`config.mk`:
```
export PLATFORM = sky130hd
export DESIGN_NAME = dma_job_queue_channel_arbiter
export DESIGN_NICKNAME = d
export VERILOG_FILES = /design/src/hdl/dmajq_pkg.sv /design/src/hdl/dmajq_job_ram.sv /design/src/hdl/dma_job_queue_channel_arbiter.sv
export VERILOG_INCLUDE_DIRS = /design/src /design/src/hdl
export SDC_FILE = /design/constraint.sdc
export NUM_CORES = 2
export LEC_CHECK = 0
export ABC_AREA = 1
export BUFFER_PORTS_ARGS = -buffer_cell sky130_fd_sc_hd__buf_2
export CAP_MARGIN = 15
export CORE_ASPECT_RATIO = 2
export CORE_UTILIZATION = 30
export CTS_BUF_LIST = sky130_fd_sc_hd__clkbuf_2 sky130_fd_sc_hd__clkbuf_4 sky130_fd_sc_hd__clkbuf_8
export DETAILED_ROUTE_END_ITERATION = 6
export GPL_ROUTABILITY_DRIVEN = 0
export GPL_TIMING_DRIVEN = 0
export SKIP_LAST_GASP = 1
export SLEW_MARGIN = 40
export SYNTH_ARGS = -nofsm -noshare
export SYNTH_HDL_FRONTEND = slang
export SYNTH_SLANG_ARGS = --single-unit
```
`constraint.sdc`:
```
create_clock -name clk_i -period 43.6 [get_ports clk_i]
set_clock_uncertainty 0.2 [all_clocks]
set_input_delay 8.72 -clock clk_i [delete_from_list [all_inputs] [get_ports clk_i]]
set_output_delay 8.72 -clock clk_i [all_outputs]
set_load 0.02 [all_outputs]
```
`src/hdl/dma_job_queue_channel_arbiter_macros.svh`:
```
// Assertion macros shared by the DMA job queue RTL.
`ifndef DMA_JOB_QUEUE_CHANNEL_ARBITER_MACROS_SVH
`define DMA_JOB_QUEUE_CHANNEL_ARBITER_MACROS_SVH
`ifndef SYNTHESIS
// Same-cycle implication, sampled on clk_i, off while rst_ni is low.
`define DMAJQ_ASSERT_IMP(lbl, ante, cons) \
  lbl: assert property (@(posedge clk_i) disable iff (!rst_ni) (ante) |-> (cons)) \
    else $error("dmajq assertion failed");
// Next-cycle implication, sampled on clk_i, off while rst_ni is low.
`define DMAJQ_ASSERT_NXT(lbl, ante, cons) \
  lbl: assert property (@(posedge clk_i) disable iff (!rst_ni) (ante) |=> (cons)) \
    else $error("dmajq assertion failed");
`else
`define DMAJQ_ASSERT_IMP(lbl, ante, cons)
`define DMAJQ_ASSERT_NXT(lbl, ante, cons)
`endif
`endif

```
`src/hdl/dmajq_pkg.sv`:
```
// Shared types, codes and helpers of the DMA job queue.
`timescale 1ns / 1ps
package dmajq_pkg;

  // Default sizes of the queue and of the channel set.
  localparam int unsigned DEF_QUEUE_DEPTH   = 8;
  localparam int unsigned DEF_CHANNEL_COUNT = 3;

  // Operation carried by an incoming transaction.
  typedef enum logic {
    OP_SUBMIT = 1'b0,
    OP_DONE   = 1'b1
  } opcode_e;

  // Event code reported with each result.
  typedef enum logic [2:0] {
    EV_ACCEPTED   = 3'd0,
    EV_REJ_FULL   = 3'd1,
    EV_REJ_SIZE   = 3'd2,
    EV_DISPATCH   = 3'd3,
    EV_COMPLETION = 3'd4
  } event_e;

  // Transfer width code.
  typedef enum logic [1:0] {
    SIZE_BYTE = 2'd0,
    SIZE_HALF = 2'd1,
    SIZE_WORD = 2'd2
  } size_e;

  // Control sequencer states.
  typedef enum logic {
    ST_IDLE     = 1'b0,
    ST_DISPATCH = 1'b1
  } state_e;

  // One queued job as it is held in the job memory.
  typedef struct packed {
    logic [31:0] dest_address;
    logic [31:0] source_address;
    logic [31:0] dest_step;
    logic [31:0] source_step;
    logic [31:0] element_count;
    size_e       size_code;
    logic [7:0]  tag;
  } job_t;

  // Maps a nonzero element size in bytes to its width code.
  function automatic size_e size_code_of(input logic [15:0] bytes);
    size_e code;
    case (bytes)
      16'd1:   code = SIZE_BYTE;
      16'd2:   code = SIZE_HALF;
      default: code = SIZE_WORD;
    endcase
    return code;
  endfunction

endpackage

```
`src/hdl/dmajq_job_ram.sv`:
```
// Job memory: one write port and one registered read port.
`timescale 1ns / 1ps
module dmajq_job_ram #(
  parameter int unsigned DEPTH = dmajq_pkg::DEF_QUEUE_DEPTH,
  localparam int unsigned AddrW = $clog2(DEPTH)
) (
  input  logic              clk_i,
  input  logic              we_i,
  input  logic [AddrW-1:0]  waddr_i,
  input  dmajq_pkg::job_t   wdata_i,
  input  logic              re_i,
  input  logic [AddrW-1:0]  raddr_i,
  output dmajq_pkg::job_t   rdata_o
);

  dmajq_pkg::job_t mem [DEPTH];
  dmajq_pkg::job_t rdata_q;

  // Write port.
  always_ff @(posedge clk_i) begin
    if (we_i) begin
      mem[waddr_i] <= wdata_i;
    end
  end

  // Registered read port.
  always_ff @(posedge clk_i) begin
    if (re_i) begin
      rdata_q <= mem[raddr_i];
    end
  end

  assign rdata_o = rdata_q;

endmodule

```
`src/hdl/dma_job_queue_channel_arbiter.sv`:
```
// Top level of the DMA job queue with first-free-channel dispatch.
//
//   Channel   Direction  Handshake            Transaction
//   command   in         start_i, busy_o      one submit or one completion
//   result    out        result_valid_o       one event report (last_o on the final one)
//
// A transaction is taken while busy_o is low; its first result appears in the next cycle.
// When a job can be dispatched, the sequencer then enters the dispatch state, which uses
// the job memory read, and busy_o is high while it is in that state.
// A completion for a channel that does not exist gives no result.
// Reset clears the pointers, the job count, the channel tags and frees every channel;
// the job memory is not cleared. Results cannot be stalled.
`timescale 1ns / 1ps
`include "dma_job_queue_channel_arbiter_macros.svh"
module dma_job_queue_channel_arbiter #(
  parameter int unsigned QUEUE_DEPTH   = dmajq_pkg::DEF_QUEUE_DEPTH,
  parameter int unsigned CHANNEL_COUNT = dmajq_pkg::DEF_CHANNEL_COUNT
) (
  input  logic        clk_i,
  input  logic        rst_ni,
  input  logic        start_i,
  output logic        busy_o,
  input  logic        opcode_i,
  input  logic [31:0] dest_address_i,
  input  logic [31:0] source_address_i,
  input  logic [31:0] dest_step_i,
  input  logic [31:0] source_step_i,
  input  logic [31:0] element_count_i,
  input  logic [15:0] element_bytes_i,
  input  logic [7:0]  callback_tag_i,
  input  logic [1:0]  done_channel_i,
  output logic        result_valid_o,
  output logic [2:0]  event_res_o,
  output logic [1:0]  channel_o,
  output logic [31:0] out_dest_address_o,
  output logic [31:0] out_source_address_o,
  output logic [31:0] out_dest_step_o,
  output logic [31:0] out_source_step_o,
  output logic [31:0] out_count_o,
  output logic [1:0]  size_code_o,
  output logic [7:0]  out_tag_o,
  output logic        last_o
);

  localparam int unsigned PtrW = $clog2(QUEUE_DEPTH);
  localparam int unsigned CntW = $clog2(QUEUE_DEPTH + 1);

  // Control state.
  dmajq_pkg::state_e      state_q, state_d;
  logic [PtrW-1:0]        wptr_q, wptr_d;
  logic [PtrW-1:0]        rptr_q, rptr_d;
  logic [CntW-1:0]        count_q, count_d;
  logic [CHANNEL_COUNT-1:0] free_q, free_d;
  logic [7:0]             tag_q [CHANNEL_COUNT];
  logic [7:0]             tag_d [CHANNEL_COUNT];
  logic                   fwd_q, fwd_d;

  // Result register.
  logic                   res_valid_q, res_valid_d;
  logic                   res_last_q, res_last_d;
  dmajq_pkg::event_e      res_ev_q, res_ev_d;
  logic [1:0]             res_ch_q, res_ch_d;
  dmajq_pkg::job_t        res_job_q, res_job_d;

  // Captured job of the accepted transaction, used for forwarding.
  dmajq_pkg::job_t        job_q;

  logic                   accept;
  logic                   ram_we;
  logic                   ram_re;
  logic                   go_disp;
  dmajq_pkg::job_t        job_in;
  dmajq_pkg::job_t        ram_rdata;
  dmajq_pkg::job_t        disp_job;
  logic                   is_submit;
  logic                   queue_full;
  logic                   bad_size;
  logic [CHANNEL_COUNT-1:0] done_hit;
  logic [7:0]             done_tag;
  logic [CHANNEL_COUNT-1:0] pick;
  logic [1:0]             pick_ch;

  assign accept = start_i && !busy_o;

  // Incoming job in its stored form.
  always_comb begin
    job_in.dest_address   = dest_address_i;
    job_in.source_address = source_address_i;
    job_in.dest_step      = dest_step_i;
    job_in.source_step    = source_step_i;
    job_in.element_count  = element_count_i;
    job_in.size_code      = dmajq_pkg::size_code_of(element_bytes_i);
    job_in.tag            = callback_tag_i;
  end

  // Request decode and completion lookup.
  always_comb begin
    is_submit  = (opcode_i == dmajq_pkg::OP_SUBMIT);
    queue_full = (count_q == CntW'(QUEUE_DEPTH));
    bad_size   = (element_bytes_i == 16'd0);
    done_tag   = 8'd0;
    for (int c = 0; c < int'(CHANNEL_COUNT); c++) begin
      done_hit[c] = (32'(done_channel_i) == c);
      if (done_hit[c]) begin
        done_tag = tag_q[c];
      end
    end
  end

  // Lowest free channel, as a one-hot vector and as a number.
  always_comb begin
    pick    = free_q & (~free_q + CHANNEL_COUNT'(1));
    pick_ch = 2'd0;
    for (int c = 0; c < int'(CHANNEL_COUNT); c++) begin
      if (pick[c]) begin
        pick_ch = 2'(c);
      end
    end
  end

  // The job just written bypasses the memory when it is also the one read.
  assign disp_job = fwd_q ? job_q : ram_rdata;

  dmajq_job_ram #(
    .DEPTH (QUEUE_DEPTH)
  ) u_job_ram (
    .clk_i   (clk_i),
    .we_i    (ram_we),
    .waddr_i (wptr_q),
    .wdata_i (job_in),
    .re_i    (ram_re),
    .raddr_i (rptr_q),
    .rdata_o (ram_rdata)
  );

  // Queue, channel and result updates.
  always_comb begin
    wptr_d      = wptr_q;
    rptr_d      = rptr_q;
    count_d     = count_q;
    free_d      = free_q;
    tag_d       = tag_q;
    fwd_d       = 1'b0;
    go_disp     = 1'b0;
    ram_we      = 1'b0;
    res_valid_d = 1'b0;
    res_last_d  = 1'b0;
    res_ev_d    = dmajq_pkg::EV_ACCEPTED;
    res_ch_d    = 2'd0;
    res_job_d   = '0;
    case (state_q)
      dmajq_pkg::ST_IDLE: begin
        if (accept) begin
          if (is_submit) begin
            res_valid_d = 1'b1;
            if (queue_full) begin
              res_ev_d   = dmajq_pkg::EV_REJ_FULL;
              res_last_d = 1'b1;
            end else if (bad_size) begin
              res_ev_d   = dmajq_pkg::EV_REJ_SIZE;
              res_last_d = 1'b1;
            end else begin
              res_ev_d   = dmajq_pkg::EV_ACCEPTED;
              ram_we     = 1'b1;
              fwd_d      = (wptr_q == rptr_q);
              wptr_d     = (wptr_q == PtrW'(QUEUE_DEPTH - 1)) ? '0 : wptr_q + PtrW'(1);
              count_d    = count_q + CntW'(1);
              go_disp    = (free_q != '0);
              res_last_d = !go_disp;
            end
          end else if (done_hit != '0) begin
            res_valid_d       = 1'b1;
            res_ev_d          = dmajq_pkg::EV_COMPLETION;
            res_ch_d          = done_channel_i;
            res_job_d.tag     = done_tag;
            free_d            = free_q | done_hit;
            go_disp           = (count_q != '0);
            res_last_d        = !go_disp;
          end
        end
      end
      dmajq_pkg::ST_DISPATCH: begin
        res_valid_d = 1'b1;
        res_last_d  = 1'b1;
        res_ev_d    = dmajq_pkg::EV_DISPATCH;
        res_ch_d    = pick_ch;
        res_job_d   = disp_job;
        free_d      = free_q & ~pick;
        for (int c = 0; c < int'(CHANNEL_COUNT); c++) begin
          if (pick[c]) begin
            tag_d[c] = disp_job.tag;
          end
        end
        rptr_d  = (rptr_q == PtrW'(QUEUE_DEPTH - 1)) ? '0 : rptr_q + PtrW'(1);
        count_d = count_q - CntW'(1);
      end
      default: begin
      end
    endcase
  end

  // Next state.
  always_comb begin
    state_d = state_q;
    case (state_q)
      dmajq_pkg::ST_IDLE: begin
        if (go_disp) begin
          state_d = dmajq_pkg::ST_DISPATCH;
        end
      end
      dmajq_pkg::ST_DISPATCH: begin
        state_d = dmajq_pkg::ST_IDLE;
      end
      default: begin
        state_d = dmajq_pkg::ST_IDLE;
      end
    endcase
  end

  // State outputs: busy while a dispatch is in progress; the head entry is read on accept.
  always_comb begin
    busy_o = 1'b0;
    ram_re = 1'b0;
    case (state_q)
      dmajq_pkg::ST_IDLE: begin
        ram_re = start_i;
      end
      dmajq_pkg::ST_DISPATCH: begin
        busy_o = 1'b1;
      end
      default: begin
        busy_o = 1'b0;
      end
    endcase
  end

  // Control registers.
  always_ff @(posedge clk_i or negedge rst_ni) begin
    if (!rst_ni) begin
      state_q     <= dmajq_pkg::ST_IDLE;
      wptr_q      <= '0;
      rptr_q      <= '0;
      count_q     <= '0;
      free_q      <= '1;
      fwd_q       <= 1'b0;
      res_valid_q <= 1'b0;
      for (int c = 0; c < int'(CHANNEL_COUNT); c++) begin
        tag_q[c] <= 8'd0;
      end
    end else begin
      state_q     <= state_d;
      wptr_q      <= wptr_d;
      rptr_q      <= rptr_d;
      count_q     <= count_d;
      free_q      <= free_d;
      fwd_q       <= fwd_d;
      res_valid_q <= res_valid_d;
      tag_q       <= tag_d;
    end
  end

  // Payload registers.
  always_ff @(posedge clk_i) begin
    res_last_q <= res_last_d;
    res_ev_q   <= res_ev_d;
    res_ch_q   <= res_ch_d;
    res_job_q  <= res_job_d;
    if (accept) begin
      job_q <= job_in;
    end
  end

  // Result ports.
  assign result_valid_o       = res_valid_q;
  assign event_res_o          = res_ev_q;
  assign channel_o            = res_ch_q;
  assign out_dest_address_o   = res_job_q.dest_address;
  assign out_source_address_o = res_job_q.source_address;
  assign out_dest_step_o      = res_job_q.dest_step;
  assign out_source_step_o    = res_job_q.source_step;
  assign out_count_o          = res_job_q.element_count;
  assign size_code_o          = res_job_q.size_code;
  assign out_tag_o            = res_job_q.tag;
  assign last_o               = res_last_q;

  // The job count never passes the queue depth.
  `DMAJQ_ASSERT_IMP(a_count_bound, 1'b1, count_q <= CntW'(QUEUE_DEPTH))
  // A dispatch cycle always has a queued job and a free channel.
  `DMAJQ_ASSERT_IMP(a_disp_ready, state_q == dmajq_pkg::ST_DISPATCH,
                    (count_q != '0) && (free_q != '0))
  // A dispatch cycle is followed by a final dispatch result.
  `DMAJQ_ASSERT_NXT(a_disp_result, state_q == dmajq_pkg::ST_DISPATCH,
                    result_valid_o && last_o && (res_ev_q == dmajq_pkg::EV_DISPATCH))
  // While idle, a free channel and a waiting job never coexist.
  `DMAJQ_ASSERT_IMP(a_idle_settled, state_q == dmajq_pkg::ST_IDLE,
                    (count_q == '0) || (free_q == '0))
  // A result that is not the last one is followed by another result.
  `DMAJQ_ASSERT_NXT(a_more_follows, result_valid_o && !last_o, result_valid_o)

endmodule
```
==> results by group <==
CTS
  – Root buffer cell: clkbuf_8
  – Num CTS Buffers: 291
  – Clk_lat worst skew: 0.94 ns
  – Worst-path clk slew: 0.06 ns
  – H-tree levels: 5
  – PostCTS Resize Cnt: 0
  – Clock Path Buffers: 4
  – Clock Sinks: 1916
  – Postcts setup bufs: 0
  – TritonCTS clock tree: done
  – Hold Buf Count CTS: 0

Detailed routing
  – Total wire length: 218000 µm
  – WL per Instance: 22.3 µm
  – Drt initial violations: 4185
  – Drt drc: 1
  – Routed vias/inst: 4.79
  – Post-DRT Antenna Nets: 0
  – Vias: 46900
  – Initial DRT Pass Iterations: 7

Synthesis
  – Post-synth cell types: 33
  – Register area share after synthesis: 77.9%
  – Post-synth top flop: edfxtp_1
  – Number of flops mapped to enable cells by yosys: 1700
  – Share of the synthesized area in the top cell type: 71.5%
  – Seq cells post-synth: 1916
  – Cells after Synth: 5543
  – Syn avg cell area: 12.9 µm²
  – Asr flop ratio synth: 2.09%
  – Mapped Area: 71400 µm²
  – Synth warn: 0
  – Largest cells by area after synthesis: edfxtp_1, nor2_1, o21ai_0
  – Top cell type by total area after synthesis: edfxtp_1
  – Syn_nets: 5740

STA
  – Highest clock frequency the design can meet: 81.4 MHz
  – Fin Setup TNS: 0 ns
  – Final Hold Fails: 0
  – Fin Hold WS: 0.230 ns
  – RSZ-0062 raised after global routing: false
  – Final setup viols: 0
  – Slew of the pin with the lowest slew margin: 0.849 ns
  – Fin crit share: 28.2%
  – Rel. slew slack: 43.4%
  – Fin crit period: 12.29 ns
  – Final-report max-slew violation count: 0

Cells and area
  – Area grow syn2layout: 19.5%
  – # nets final: 6694
  – Commonest cells after routing, fill and taps aside: edfxtp_1, nor2_1, o21ai_0, nand2_1, buf_2
  – Fill cell count: 22800
  – Commonest non-fill, non-tap cell in the layout: edfxtp_1
  – Layout cells sized above 1: 18.8%

Die
  – Row count: 252
  – Die X-Extent: 347 µm
  – Starting Density: 30.3%
  – DIE AREA: 240000 µm²
  – Boundary Pins: 368
  – Die height: 692 µm
  – Core Region: 236000 µm²

GRT
  – Grt ovf: 0
  – First-pass GRT wire length: 314000 µm
  – Pin count of the biggest net entering global routing: 41
  – GRT Overall Usage: 17.8%
  – Initial antenna violation count: 71
  – Vias in the first global route: 47600

Status
  – Failing checks: DRC
  – Status: finished with violations

Critical path
  – Crit path kind: in -> reg
  – Critical Path Sink Type: flip-flop
  – WP data required: 44.02 ns
  – Critical path fanouts, max: 12
  – CP startpoint kind: input pin
  – Arr. time, crit path: 12.71 ns

Pwr
  – Leak: 30.9 nW
  – Pwr/cell area: 63.8 nW/µm²
  – Worst-case vdd ir drop: 30.2 µV
  – Final Total Pwr: 5.44 mW

Place
  – Hpwl dp: 154000 µm
  – PortBufs: 367

Min path
  – Worst Hold Class: reg -> reg

Job
  – Max-cap violations: 0
==> state kept, by name, summed over array words and instances (netlist names), 3 cells and up <==
register and count:
u_job_ram.mem 1360, job_q 170, u_job_ram.rdata_o 170, out_count_o 32
out_dest_address_o 32, out_dest_step_o 32, out_source_address_o 32, out_source_step_o 32
tag_q 24, out_tag_o 8, count_q 4, event_res_o 3
free_q 3, rptr_q 3, wptr_q 3
==> metal layers <==
layer	GRT usage, %	vias to the layer above	part of all wire, %
met5	0	-	0.12
met4	7.78	40	4.0
met3	3.71	491	7.0
met2	31.7	1888	51
met1	20.4	22900	38
li1	-	21500	-
==> synthesized netlist by cell type (2+ instances only) <==
cell / instances
buf_6: 31
o22ai_1: 7
ha_1: 6
mux2i_1: 8
or2_2: 9
buf_4: 4
nand2_1: 568
dfxtp_1: 176
dfrtp_1: 37
buf_8: 2
o21ai_0: 748
a21oi_1: 2
o21ai_1: 487
xnor2_1: 5
buf_1: 42
nand3_1: 16
dfstp_2: 3
inv_2: 3
buf_2: 73
nor2_1: 1374
nand4_1: 7
nor3_1: 9
inv_1: 43
edfxtp_1: 1700
clkbuf_1: 175
==> final cells by class <==
cell class / count / area [µm²] / share of cell area (%)
antenna: 29 / 72.6 / 0.0851
buffer: 327 / 1610 / 1.89
clock buffer: 410 / 5040 / 5.91
clock inverter: 102 / 711 / 0.834
inverter: 46 / 173 / 0.203
multi-input combinational: 3254 / 14100 / 16.5
sequential: 1916 / 55600 / 65.2
tap: 3048 / 3810 / 4.47
timing repair buffer: 661 / 4200 / 4.92
==> metrics by stage <==
step	utilization (%)	worst slack, ns	cell area (µm²)	instances
6_report	36.2	31.31	85300	9793
5_1_grt	36.1	31.06	85200	9769
4_1_cts	36.1	31.35	85200	9764
3_5_place_dp	33.7	30.31	79400	9252
3_3_place_gp	32.7	1.16	77000	8958
2_1_floorplan	-	16.28	71400	5543
==> final timing paths <==
check / to / depth (start not counted) / from / slack, ns
max: u_job_ram.mem[4][85] / 16 / start_i / 31.31
min: out_source_address_o[18] / 2 / job_q[124] / 0.23
max reg2reg: u_job_ram.mem[4][85] / 15 / state_q / 38.57
min reg2reg: out_source_address_o[18] / 2 / job_q[124] / 0.23
max in group asynchronous: rptr_q[0] / 1 / rst_ni / 35.13
min in group asynchronous: tag_q[9] / 1 / rst_ni / 7.61
==> cell families (layout without fill, tap and decap cells) <==
group,Yosys count,count (layout),synth area share [%]
other,0,29,0
DFF,1916,1916,77.9
and+or+nand+nor,1987,1987,10.6
adders and majority gates,7,7,0.133
muxes,8,8,0.112
AOI/OAI and AO/OA,1246,1246,8.76
buffers and inverters,373,1546,2.47
xor gates and xnor gates,6,6,0.0736
==> report_power, final <==
part           switching [mW]  internal (mW)
logic                    1.16          0.444
clock network           0.704          0.790
registers              0.0663           2.28
==> worst max-delay path, stage by stage <==
cell,delay (ns)
buf_2,0.09
inv_1,0.07
nor2_4,0.44
inv_1,0.16
nor2_1,0.16
nand3_1,0.31
buf_2,0.32
nor3_2,0.55
buf_2,0.35
buf_4,0.21
buf_4,0.19
buf_4,0.17
buf_2,0.23
buf_4,0.21
buf_2,0.24
buf_2,0.25
(Power assumes the default switching activity.)
